==> src/rtl/core/rhsl_pkg.sv <==
package rhsl_pkg;

  localparam int PixW      = 8;
  localparam int QuoW      = 16;
  localparam int NumW      = PixW + QuoW;
  localparam int HueW      = 15;
  localparam int DivBits   = 2;
  localparam int DivStages = QuoW / DivBits;

  localparam int Sector64     = 3840;
  localparam int HueFull64    = 6 * Sector64;
  localparam int PixMax       = (1 << PixW) - 1;

  typedef enum logic [1:0] {
    SEC_RED   = 2'd0,
    SEC_GREEN = 2'd1,
    SEC_BLUE  = 2'd2
  } sector_t;

  typedef struct packed {
    logic            defined;
    logic [QuoW-1:0] light;
    logic [PixW-1:0] alpha;
  } div_tag_t;

  typedef struct packed {
    logic            q;
    logic [PixW-1:0] rem;
  } div_bit_t;

  // one restoring step: shift in the next numerator bit, subtract when it fits
  function automatic div_bit_t div_bit(input logic [PixW-1:0] rem, input logic nb,
                                       input logic [PixW-1:0] den);
    logic [PixW:0] t;
    div_bit_t      res;
    t = {rem, nb};
    if (t >= {1'b0, den}) begin
      res.q   = 1'b1;
      res.rem = PixW'(t - {1'b0, den});
    end else begin
      res.q   = 1'b0;
      res.rem = t[PixW-1:0];
    end
    return res;
  endfunction

endpackage

==> src/rtl/core/rhsl_div_pipe.sv <==
module rhsl_div_pipe import rhsl_pkg::*; (
  input  logic            clk,
  input  logic            rst_n,
  input  logic            in_vld,
  input  div_tag_t        in_tag,
  input  logic [NumW-1:0] in_hue_num,
  input  logic [PixW-1:0] in_hue_den,
  input  logic [NumW-1:0] in_sat_num,
  input  logic [PixW-1:0] in_sat_den,
  output logic            out_vld,
  output div_tag_t        out_tag,
  output logic [QuoW-1:0] out_hue_q,
  output logic [QuoW-1:0] out_sat_q
);

  logic [DivStages-1:0] vld_r;
  div_tag_t             tag_r    [DivStages];
  logic [PixW-1:0]      hrem_r   [DivStages];
  logic [QuoW-1:0]      hlow_r   [DivStages];
  logic [QuoW-1:0]      hq_r     [DivStages];
  logic [PixW-1:0]      hden_r   [DivStages];
  logic [PixW-1:0]      srem_r   [DivStages];
  logic [QuoW-1:0]      slow_r   [DivStages];
  logic [QuoW-1:0]      sq_r     [DivStages];
  logic [PixW-1:0]      sden_r   [DivStages];

  logic [PixW-1:0]      hrem_nxt [DivStages];
  logic [QuoW-1:0]      hlow_nxt [DivStages];
  logic [QuoW-1:0]      hq_nxt   [DivStages];
  logic [PixW-1:0]      hden_nxt [DivStages];
  logic [PixW-1:0]      srem_nxt [DivStages];
  logic [QuoW-1:0]      slow_nxt [DivStages];
  logic [QuoW-1:0]      sq_nxt   [DivStages];
  logic [PixW-1:0]      sden_nxt [DivStages];
  div_tag_t             tag_nxt  [DivStages];

  always_comb begin
    div_bit_t        hs;
    div_bit_t        ss;
    logic [PixW-1:0] hr;
    logic [PixW-1:0] sr;
    logic [PixW-1:0] hd;
    logic [PixW-1:0] sd;
    logic [QuoW-1:0] hl;
    logic [QuoW-1:0] sl;
    logic [QuoW-1:0] hq;
    logic [QuoW-1:0] sq;
    for (int k = 0; k < DivStages; k++) begin
      if (k == 0) begin
        hr         = in_hue_num[NumW-1:QuoW];
        hl         = in_hue_num[QuoW-1:0];
        hq         = '0;
        hd         = in_hue_den;
        sr         = in_sat_num[NumW-1:QuoW];
        sl         = in_sat_num[QuoW-1:0];
        sq         = '0;
        sd         = in_sat_den;
        tag_nxt[k] = in_tag;
      end else begin
        hr         = hrem_r[k-1];
        hl         = hlow_r[k-1];
        hq         = hq_r[k-1];
        hd         = hden_r[k-1];
        sr         = srem_r[k-1];
        sl         = slow_r[k-1];
        sq         = sq_r[k-1];
        sd         = sden_r[k-1];
        tag_nxt[k] = tag_r[k-1];
      end
      for (int b = 0; b < DivBits; b++) begin
        hs = div_bit(hr, hl[QuoW-1], hd);
        ss = div_bit(sr, sl[QuoW-1], sd);
        hr = hs.rem;
        sr = ss.rem;
        hl = {hl[QuoW-2:0], 1'b0};
        sl = {sl[QuoW-2:0], 1'b0};
        hq = {hq[QuoW-2:0], hs.q};
        sq = {sq[QuoW-2:0], ss.q};
      end
      hrem_nxt[k] = hr;
      hlow_nxt[k] = hl;
      hq_nxt[k]   = hq;
      hden_nxt[k] = hd;
      srem_nxt[k] = sr;
      slow_nxt[k] = sl;
      sq_nxt[k]   = sq;
      sden_nxt[k] = sd;
    end
  end

  always_ff @(posedge clk) begin
    if (!rst_n) begin
      vld_r <= '0;
    end else begin
      vld_r <= {vld_r[DivStages-2:0], in_vld};
    end
  end

  always_ff @(posedge clk) begin
    for (int k = 0; k < DivStages; k++) begin
      tag_r[k]  <= tag_nxt[k];
      hrem_r[k] <= hrem_nxt[k];
      hlow_r[k] <= hlow_nxt[k];
      hq_r[k]   <= hq_nxt[k];
      hden_r[k] <= hden_nxt[k];
      srem_r[k] <= srem_nxt[k];
      slow_r[k] <= slow_nxt[k];
      sq_r[k]   <= sq_nxt[k];
      sden_r[k] <= sden_nxt[k];
    end
  end

  assign out_vld   = vld_r[DivStages-1];
  assign out_tag   = tag_r[DivStages-1];
  assign out_hue_q = hq_r[DivStages-1];
  assign out_sat_q = sq_r[DivStages-1];

  // remainder stays below the divisor in the last stage whenever it holds a live entry
  a_rem_below_den: assert property (@(posedge clk) disable iff (!rst_n)
    vld_r[DivStages-1] |-> hrem_r[DivStages-1] < hden_r[DivStages-1]
                        && srem_r[DivStages-1] < sden_r[DivStages-1])
    else $error("divider remainder out of range");

  a_vld_latency: assert property (@(posedge clk) disable iff (!rst_n)
    out_vld |-> $past(in_vld, DivStages))
    else $error("divider valid without matching entry");

  a_den_nonzero: assert property (@(posedge clk) disable iff (!rst_n)
    in_vld |-> in_hue_den != '0 && in_sat_den != '0)
    else $error("divider fed a zero divisor");

endmodule

==> src/rtl/core/rgb_to_hsl_converter.sv <==
// A pixel accepted at a clock edge passes 3 front stages, 8 divider stages and 1 output
// register before its strobe.
// Throughput: one pixel per clock; busy stays low and a new transaction may start every cycle.
// Hue and saturation quotients come from an 8-stage restoring divider, 2 bits per stage.
// Reset (rst_n low, synchronous) drops every transaction in flight and clears out_valid.
// The receiver cannot stall; each result is shown for exactly one cycle.
module rgb_to_hsl_converter import rhsl_pkg::*; (
  input  logic            clk,
  input  logic            rst_n,
  input  logic            start,
  output logic            busy,
  input  logic [PixW-1:0] in_red,
  input  logic [PixW-1:0] in_green,
  input  logic [PixW-1:0] in_blue,
  input  logic [PixW-1:0] in_alpha_in,
  output logic            out_valid,
  output logic [HueW-1:0] out_hue,
  output logic            out_hue_defined,
  output logic [QuoW-1:0] out_saturation,
  output logic [QuoW-1:0] out_lightness,
  output logic [PixW-1:0] out_alpha_out
);

  logic accept;

  // stage 1: max, min, sector, signed difference
  logic                   s1_vld_r;
  logic [PixW-1:0]        s1_hi_r, s1_hi_nxt;
  logic [PixW-1:0]        s1_lo_r, s1_lo_nxt;
  sector_t                s1_sec_r, s1_sec_nxt;
  logic signed [PixW:0]   s1_diff_r, s1_diff_nxt;
  logic [PixW-1:0]        s1_alpha_r;

  // stage 2: chroma, sum, scaled difference
  logic                   s2_vld_r;
  logic [PixW-1:0]        s2_c_r, s2_c_nxt;
  logic [PixW:0]          s2_sum_r, s2_sum_nxt;
  logic signed [20:0]     s2_hterm_r, s2_hterm_nxt;
  sector_t                s2_sec_r;
  logic [PixW-1:0]        s2_alpha_r;

  // stage 3: numerators and divisors
  logic                   s3_vld_r;
  div_tag_t               s3_tag_r, s3_tag_nxt;
  logic [NumW-1:0]        s3_hnum_r, s3_hnum_nxt;
  logic [PixW-1:0]        s3_hden_r, s3_hden_nxt;
  logic [NumW-1:0]        s3_snum_r, s3_snum_nxt;
  logic [PixW-1:0]        s3_sden_r, s3_sden_nxt;

  logic [22:0]            off;
  logic signed [24:0]     hnum;
  logic [PixW:0]          sum_dev;

  logic                   dv;
  div_tag_t               dtag;
  logic [QuoW-1:0]        dhq;
  logic [QuoW-1:0]        dsq;

  logic                   out_valid_r;
  logic [HueW-1:0]        hue_r;
  logic                   defined_r;
  logic [QuoW-1:0]        sat_r;
  logic [QuoW-1:0]        light_r;
  logic [PixW-1:0]        alpha_r;

  assign busy   = 1'b0;
  assign accept = start && !busy;

  // red wins ties over green, green over blue
  always_comb begin
    if (in_red >= in_green && in_red >= in_blue) begin
      s1_hi_nxt   = in_red;
      s1_sec_nxt  = SEC_RED;
      s1_diff_nxt = $signed({1'b0, in_green}) - $signed({1'b0, in_blue});
    end else if (in_green >= in_blue) begin
      s1_hi_nxt   = in_green;
      s1_sec_nxt  = SEC_GREEN;
      s1_diff_nxt = $signed({1'b0, in_blue}) - $signed({1'b0, in_red});
    end else begin
      s1_hi_nxt   = in_blue;
      s1_sec_nxt  = SEC_BLUE;
      s1_diff_nxt = $signed({1'b0, in_red}) - $signed({1'b0, in_green});
    end
    if (in_red <= in_green && in_red <= in_blue) begin
      s1_lo_nxt = in_red;
    end else if (in_green <= in_blue) begin
      s1_lo_nxt = in_green;
    end else begin
      s1_lo_nxt = in_blue;
    end
  end

  always_comb begin
    s2_c_nxt     = s1_hi_r - s1_lo_r;
    s2_sum_nxt   = {1'b0, s1_hi_r} + {1'b0, s1_lo_r};
    s2_hterm_nxt = 21'(s1_diff_r) * 21'sd3840;
  end

  always_comb begin
    case (s2_sec_r)
      SEC_RED:   off = s2_hterm_r < 21'sd0 ? 23'(s2_c_r * 23'(HueFull64)) : '0;
      SEC_GREEN: off = 23'(s2_c_r * 23'(2 * Sector64));
      SEC_BLUE:  off = 23'(s2_c_r * 23'(4 * Sector64));
      default:   off = '0;
    endcase
    hnum = 25'(s2_hterm_r) + $signed({2'b00, off});
    sum_dev = s2_sum_r >= (PixW+1)'(PixMax) ? s2_sum_r - (PixW+1)'(PixMax)
                                            : (PixW+1)'(PixMax) - s2_sum_r;
    s3_tag_nxt.defined = s2_c_r != '0;
    s3_tag_nxt.alpha   = s2_alpha_r;
    // sum * 65535 / 510 is sum * 257 / 2
    s3_tag_nxt.light   = QuoW'(({8'b0, s2_sum_r} + {s2_sum_r, 8'b0}) >> 1);
    s3_hnum_nxt = hnum[NumW-1:0];
    s3_snum_nxt = {s2_c_r, 16'b0} - {16'b0, s2_c_r};
    if (s2_c_r != '0) begin
      s3_hden_nxt = s2_c_r;
      s3_sden_nxt = PixW'((PixW+1)'(PixMax) - sum_dev);
    end else begin
      s3_hden_nxt = PixW'(1);
      s3_sden_nxt = PixW'(1);
    end
  end

  always_ff @(posedge clk) begin
    if (!rst_n) begin
      s1_vld_r    <= 1'b0;
      s2_vld_r    <= 1'b0;
      s3_vld_r    <= 1'b0;
      out_valid_r <= 1'b0;
    end else begin
      s1_vld_r    <= accept;
      s2_vld_r    <= s1_vld_r;
      s3_vld_r    <= s2_vld_r;
      out_valid_r <= dv;
    end
  end

  always_ff @(posedge clk) begin
    s1_hi_r    <= s1_hi_nxt;
    s1_lo_r    <= s1_lo_nxt;
    s1_sec_r   <= s1_sec_nxt;
    s1_diff_r  <= s1_diff_nxt;
    s1_alpha_r <= in_alpha_in;
    s2_c_r     <= s2_c_nxt;
    s2_sum_r   <= s2_sum_nxt;
    s2_hterm_r <= s2_hterm_nxt;
    s2_sec_r   <= s1_sec_r;
    s2_alpha_r <= s1_alpha_r;
    s3_tag_r   <= s3_tag_nxt;
    s3_hnum_r  <= s3_hnum_nxt;
    s3_hden_r  <= s3_hden_nxt;
    s3_snum_r  <= s3_snum_nxt;
    s3_sden_r  <= s3_sden_nxt;
    hue_r      <= dtag.defined ? dhq[HueW-1:0] : '0;
    defined_r  <= dtag.defined;
    sat_r      <= dtag.defined ? dsq : '0;
    light_r    <= dtag.light;
    alpha_r    <= dtag.alpha;
  end

  rhsl_div_pipe u_div (
    .clk        (clk),
    .rst_n      (rst_n),
    .in_vld     (s3_vld_r),
    .in_tag     (s3_tag_r),
    .in_hue_num (s3_hnum_r),
    .in_hue_den (s3_hden_r),
    .in_sat_num (s3_snum_r),
    .in_sat_den (s3_sden_r),
    .out_vld    (dv),
    .out_tag    (dtag),
    .out_hue_q  (dhq),
    .out_sat_q  (dsq)
  );

  assign out_valid       = out_valid_r;
  assign out_hue         = hue_r;
  assign out_hue_defined = defined_r;
  assign out_saturation  = sat_r;
  assign out_lightness   = light_r;
  assign out_alpha_out   = alpha_r;

  a_latency: assert property (@(posedge clk) disable iff (!rst_n)
    out_valid |-> $past(accept, DivStages + 4))
    else $error("result without an accepted transaction");

  a_gray: assert property (@(posedge clk) disable iff (!rst_n)
    out_valid && !out_hue_defined |-> out_hue == '0 && out_saturation == '0)
    else $error("gray pixel with nonzero hue or saturation");

  a_hue_range: assert property (@(posedge clk) disable iff (!rst_n)
    out_valid |-> out_hue < HueW'(HueFull64))
    else $error("hue beyond full circle");

  a_sat_nonzero: assert property (@(posedge clk) disable iff (!rst_n)
    out_valid && out_hue_defined |-> out_saturation != '0)
    else $error("chromatic pixel with zero saturation");

endmodule

==> config.mk <==
export PLATFORM = sky130hd
export DESIGN_NAME = rgb_to_hsl_converter
export DESIGN_NICKNAME = d
export VERILOG_FILES = /design/src/rtl/core/rhsl_pkg.sv /design/src/rtl/core/rhsl_div_pipe.sv /design/src/rtl/core/rgb_to_hsl_converter.sv
export SDC_FILE = /design/constraint.sdc
export NUM_CORES = 1
export LEC_CHECK = 0
export BUFFER_PORTS_ARGS = -buffer_cell sky130_fd_sc_hd__buf_2
export CAP_MARGIN = 0
export CORE_ASPECT_RATIO = 0.5
export CORE_MARGIN = 1.5
export CORE_UTILIZATION = 35
export DETAILED_ROUTE_END_ITERATION = 10
export SLEW_MARGIN = 20
export SYNTH_ARGS = -nofsm -noshare
export SYNTH_HDL_FRONTEND = slang
export SYNTH_HIERARCHICAL = 1
export SYNTH_SLANG_ARGS = --single-unit
export TNS_END_PERCENT = 50
==> constraint.sdc <==
create_clock -name clk -period 5.98 [get_ports clk]
set_clock_uncertainty 0.15 [all_clocks]
set_input_delay 1.794 -clock clk [delete_from_list [all_inputs] [get_ports clk]]
set_output_delay 1.794 -clock clk [all_outputs]
set_load 0.02 [all_outputs]
==> metrics.md, run 1 <==
| Metric | Value |
|---|---|
| Gr ovfl total | `0` |
| P&R area growth vs syn | `13.1%` |
| FF-to-FF End | `s3_hnum_r[23]$_DFF_P_` |
| Number of primary I/O pins | `93` |
| RSZ-0062 raised after global routing | `false` |
| Worst Setup Start Kind | `flop` |
| CTS tree | `yes` |
| Top cell family by delay on the critical path | `compound AO/OA/AOI/OAI gates` |
| Total number of H-tree levels | `3` |
| Period Utilization, post-route | `90.2%` |
| WP data required | `6.37 ns` |
| Syn. warnings | `6` |
| Critical Path Sink | `s3_hnum_r[23]$_DFF_P_` |
| First-pass GRT wire length | `119000 um` |
| Max_cap viols | `0` |
| Die Wd | `469 um` |
| Endpoints failing hold | `0` |
| Final instance area | `0.0429 sq mm` |
| WS Path Type | `flop to flop` |
| Post-CTS setup buffer count | `0` |
| Status | `finished, final reports clean` |
| Setup violations, final | `0` |
| Worst path buffer plus inverter count | `2` |
| Via count | `24109` |
| Initial DRC count | `986` |
| Filler cells | `10245` |
| Setup_tns | `0 ns` |
| Vias/cell | `4.66` |
| Avg Inst Size Synth | `10.7 sq um` |
| Clk_lat worst skew | `0.67 ns` |
| CP max stage delay | `0.58 ns` |
| Initial core utilization | `35.3%` |
| TritonRoute pass-1 iters | `5` |
| Initial antenna violation count | `4` |
| Worst r2r path cells | `16` |
| IO buf count | `91` |
| Area after DPL | `0.0400 sq mm` |
| Core Area | `0.108 sq mm` |
| Clock root buffer | `clkbuf_16` |
| Fmax | `185 MHz` |
| CP endpoint kind | `flop` |
| Headroom to the max-slew limit | `40.3%` |
| Layout cells sized above 1 | `11.0%` |
| Post-route antenna net violation count | `0` |
| DRC | `0` |
| Clk buf depth | `3` |
| Total track usage | `13.0%` |
| Final wirelength | `71800 um` |
| Post-cts resize count | `0` |
| Hpwl dp | `55600 um` |
| Die area | `0.111 sq mm` |
| Mapped Area | `0.0379 sq mm` |
| Worst Tran Pin Value | `0.896 ns` |
| Routed len/inst | `13.9 um` |
| Highest net fanout along the worst path | `8` |
| CTS sink cnt | `893` |
| Launch point of the worst path | `s2_c_r[2]$_DFF_P_` |
| CTS Hold Bufs | `0` |
| Slew Limit Fails | `0` |
| Internal reg-to-reg setup slack | `0.59 ns` |
| Crit path DAT | `5.79 ns` |
| CTS buffer count | `79` |
| Fin crit period | `5.39 ns` |
| Vias in the first global route | `24738` |
| Pin count of the biggest net entering global routing | `33` |
| Chip Height | `236 um` |
| Synthesized instance count | `3541` |
| Placer Congestion | `0.865` |
| Worst-path clk slew | `0.07 ns` |
| CP Depth | `16` |
| Final net count | `4174` |
| Rows | `85` |
| Crit-path cells | `inv_1, fa_1, fa_1, inv_1, ha_1, a211oi_1, nor2_1, o311ai_0, a21boi_0, a221oi_1, a211oi_1, ha_1, a21o_1, a2111o_1, a31oi_1, xnor2_1` |
| CP max stage cell | `dfxtp_1` |
| Worst hold path type | `flop to flop` |
| Launch point of the worst reg-to-reg path | `s2_c_r[2]$_DFF_P_` |
-- layer usage --
layer	GRT usage (%)	wire, um	up-vias
li1	-	-	12419
met1	16.7	34300	11254
met2	22.0	33200	320
met3	2.58	2540	116
met4	4.04	1790	0
met5	0	0	-
-- per-stage QoR --
stage	util [%]	hold slack, ns	worst slack (ns)	std cells
floorplan	-	0.160	1.22	3549
global placement	37.2	0.160	0.689	5038
detailed placement	37.2	0.162	0.598	5038
CTS	39.9	0.169	0.559	5178
global route	39.9	0.174	0.133	5178
finish	39.9	0.168	0.585	5179
-- sequential cells by signal, indices dropped and copies added (netlist names), 56 cells and up --
register and flops:
u_div/slow_r 56, u_div/srem_r 56, u_div/hq_r 64, u_div/hlow_r 56
u_div/sq_r 72, u_div/sden_r 56, u_div/hrem_r 56, u_div/tag_r 200
u_div/hden_r 56
-- layout make-up --
cell class	count	area [sq um]	share of cell area, %
Tap cell	1435	1800	4.18
Timing Repair Buffer	97	500	1.17
Clock buffer	96	2130	4.97
Antenna cell	1	2.50	0.00583
Multi-Input combinational cell	2240	18500	43.0
Clock inverter	44	736	1.71
Sequential cell	893	17900	41.7
Inverter	373	1400	3.26
-- worst min path at each step --
stage,from,endpoint,depth (start not counted)
floorplan,u_div/tag_r[1][75]$_DFF_P_,out_alpha_out[0]$_DFF_P_,0
finish,u_div/tag_r[0][17]$_DFF_P_,u_div/tag_r[0][42]$_DFF_P_,0
global placement,u_div/tag_r[0][15]$_DFF_P_,u_div/tag_r[0][40]$_DFF_P_,0
CTS,u_div/sq_r[1][3]$_DFF_P_,u_div/sq_r[1][21]$_DFF_P_,0
global route,u_div/hq_r[1][22]$_DFF_P_,u_div/hq_r[1][40]$_DFF_P_,0
detailed placement,s1_sec_r[0]$_SDFF_PP0_,s2_sec_r[0]$_DFF_P_,0
-- worst reg2reg max path: stages (launching register included) --
cell and delay (ns):
dfxtp_1 0.58, inv_1 0.25, fa_1 0.54, fa_1 0.52, inv_1 0.04, ha_1 0.35
a211oi_1 0.23, nor2_1 0.10, o311ai_0 0.40, a21boi_0 0.36, a221oi_1 0.15, a211oi_1 0.31
ha_1 0.38, a21o_1 0.24, a2111o_1 0.39, a31oi_1 0.20, xnor2_1 0.09
-- cells in the final DEF (no fill, tap or decap), types with 25 or more instances in the layout --
cell type	n
nand2b_1	38
buf_2	91
xnor2_1	171
mux2_4	30
a211oi_1	25
mux2i_1	61
xor2_1	68
o21ai_0	146
clkbuf_16	80
nor2_1	170
o21a_1	47
nand4_1	35
dfxtp_1	893
o21bai_1	47
nand2_1	137
nand3_1	40
nor3_1	36
inv_1	371
and2_1	56
ha_1	384
a21oi_1	207
a21o_1	68
nor2b_1	45
fa_1	71
mux2_2	103
Power of run 1 is left out: the tool's default activity adds up to more than one toggle a clock period on the data nets, which glitch-free logic cannot reach.
==> run 2: changes to the inputs <==
CELL_PAD_IN_SITES_DETAIL_PLACEMENT = 0   (was not set)
CELL_PAD_IN_SITES_GLOBAL_PLACEMENT = 1   (was not set)
PLACE_DENSITY_LB_ADDON = 0.1   (was not set)
==> metrics.md, run 2 (synthesized netlist as in run 1, its figures left out) <==
| Metric | Value |
|---|---|
| Worst Tran Pin Value | `0.910 ns (+0.0141 ns)` |
| Slew Limit Fails | `0 (unchanged)` |
| Final wirelength | `76400 um (+6.3%)` |
| Total track usage | `14.0% (+0.98 points)` |
| Number of primary I/O pins | `93 (unchanged)` |
| Chip Height | `236 um (unchanged)` |
| FF-to-FF End | `s3_hnum_r[23]$_DFF_P_` |
| RSZ-0062 raised after global routing | `false` |
| IO buf count | `91 (unchanged)` |
| Highest net fanout along the worst path | `8 (unchanged)` |
| Worst r2r path cells | `16 (unchanged)` |
| CTS buffer count | `82 (+3.8%)` |
| Dpl ws | `0.715 ns (+0.117 ns)` |
| Critical Path Sink | `s3_hnum_r[23]$_DFF_P_` |
| Endpoints failing hold | `0 (unchanged)` |
| Gr ovfl total | `0 (unchanged)` |
| Initial antenna violation count | `1 (-3)` |
| Min setup slack post-route | `0.732 ns (+0.147 ns)` |
| CTS Hold Bufs | `0 (unchanged)` |
| Post-CTS setup buffer count | `0 (unchanged)` |
| Total number of H-tree levels | `3 (unchanged)` |
| P&R area growth vs syn | `13.2% (about the same)` |
| Vias in the first global route | `24670 (-0.27%)` |
| Area of the multi-input gates | `0.0185 sq mm (unchanged)` |
| CTS tree | `yes` |
| Filler cells | `10485 (+2.3%)` |
| WP data required | `6.37 ns (about the same)` |
| Period Utilization, post-route | `87.8% (-2.5 points)` |
| Largest Register | `u_div/tag_r` |
| Layout Utilization | `39.9% (about the same)` |
| Worst hold path type | `flop to flop` |
| Pin count of the biggest net entering global routing | `33 (unchanged)` |
| Register Area | `0.0179 sq mm (about the same)` |
| Setup violations, final | `0 (unchanged)` |
| Worst-path clk slew | `0.07 ns (about the same)` |
| Clock root buffer | `clkbuf_16` |
| Launch point of the worst path | `s2_c_r[3]$_DFF_P_` |
| Core Area | `0.108 sq mm (unchanged)` |
| Post-route antenna net violation count | `0 (unchanged)` |
| Initial core utilization | `35.3% (unchanged)` |
| Fmax | `191 MHz (+2.8%)` |
| Post-cts resize count | `0 (unchanged)` |
| Final net count | `4179 (+0.12%)` |
| Commonest non-fill, non-tap cell in the layout | `dfxtp_1` |
| Via count | `23986 (-0.51%)` |
| Max reg flops | `200 (unchanged)` |
| Fin crit period | `5.25 ns (-0.147 ns)` |
| WS Path Type | `flop to flop` |
| Die area | `0.111 sq mm (unchanged)` |
| TritonRoute pass-1 iters | `5 (unchanged)` |
| Commonest non-fill, non-tap cells in the layout | `dfxtp_1 (892), ha_1 (384), inv_1 (371), a21oi_1 (207), xnor2_1 (171)` |
| Placer Congestion | `0.840 (-2.8%)` |
| Die Wd | `469 um (unchanged)` |
| Largest registers | `u_div/tag_r x200, u_div/sq_r x72, u_div/hq_r x64` |
| Worst Setup Start Kind | `flop` |
| Headroom to the max-slew limit | `38.9% (-1.3 points)` |
| Rows | `85 (unchanged)` |
| Routed len/inst | `14.7 um (+6.1%)` |
| CP endpoint kind | `flop` |
| Layout cells sized above 1 | `11.3% (+0.26 points)` |
| Status | `finished, final reports clean` |
| Vias/cell | `4.62 (-0.74%)` |
| DRC | `0 (unchanged)` |
| Internal reg-to-reg setup slack | `0.73 ns (+0.15 ns)` |
| Setup_tns | `0 ns (unchanged)` |
| Launch point of the worst reg-to-reg path | `s2_c_r[3]$_DFF_P_` |
| Hold WS | `0.139 ns (-0.0290 ns)` |
| Initial DRC count | `804 (-18%)` |
| First-pass GRT wire length | `125000 um (+5.0%)` |
| Max_cap viols | `0 (unchanged)` |
| CTS sink cnt | `893 (unchanged)` |
| Clk buf depth | `3 (unchanged)` |
| Hpwl dp | `58800 um (+5.6%)` |
| Crit path DAT | `5.64 ns (-0.15 ns)` |
| Clk_lat worst skew | `0.68 ns (about the same)` |
-- run 2: cell count changes in the layout (fill, tap and decap cells not counted) --
cell and delta:
inv_6 +7, bufinv_16 -6, clkinvlp_4 -6, clkbuf_8 +5
clkinv_2 +4, buf_4 +2, clkbuf_1 +2, clkbuf_16 +2
clkinv_4 +2, clkinv_8 -2, clkinv_16 +1, dfxtp_1 -1
dfxtp_2 +1, inv_16 +1
-- run 2: final cells by class --
class                      count  area share (%)
sequential                   893            41.6
timing repair buffer          99            1.20
multi-input combinational   2240            43.0
antenna                        1         0.00583
inverter                     373            3.26
clock inverter                45            1.46
clock buffer                 105            5.26
tap                         1435            4.18
-- run 2: critical path, stage by stage (launching register included) --
cell	delay [ns]
dfxtp_1	0.49
inv_1	0.26
fa_1	0.50
fa_1	0.51
inv_1	0.04
ha_1	0.35
a211oi_1	0.23
nor2_1	0.11
o311ai_0	0.40
a21boi_0	0.30
a221oi_1	0.13
a211oi_1	0.32
ha_1	0.39
a21o_1	0.24
a2111o_1	0.38
a31oi_1	0.22
xnor2_1	0.08
-- run 2: per-layer routing --
| layer | global-route usage [%] | vias up | part of all wire, % |
|---|---|---|---|
| li1 | - | 12440 | - |
| met1 | 18.2 | 11151 | 49 |
| met2 | 22.9 | 249 | 45 |
| met3 | 2.95 | 146 | 3.3 |
| met4 | 4.93 | 0 | 3.2 |
| met5 | 0 | - | 0 |
-- run 2: per-stage QoR --
stage / instances / cell area, sq um
4_1_cts: 5190 / 42900
5_1_grt: 5191 / 42900
3_5_place_dp: 5040 / 40100
6_report: 5191 / 42900
3_3_place_gp: 5040 / 40100
2_1_floorplan: 3549 / 38000
-- run 2: how the worst min path moves through the flow --
stage,startpoint,endpoint,slack [ns],cells past startpoint
after floorplan,u_div/tag_r[1][75]$_DFF_P_,out_alpha_out[0]$_DFF_P_,0.16,0
after detailed placement,u_div/tag_r[1][84]$_DFF_P_,out_lightness[1]$_DFF_P_,0.16,0
after global routing,u_div/slow_r[0][7]$_DFF_P_,u_div/slow_r[1][9]$_DFF_P_,0.14,0
after CTS,u_div/hq_r[0][54]$_DFF_P_,u_div/hq_r[1][8]$_DFF_P_,0.13,0
final,u_div/hq_r[0][54]$_DFF_P_,u_div/hq_r[1][8]$_DFF_P_,0.14,0
after global placement,u_div/sq_r[0][51]$_DFF_P_,u_div/sq_r[1][5]$_DFF_P_,0.16,0
Power of run 2 is left out for the same reason.
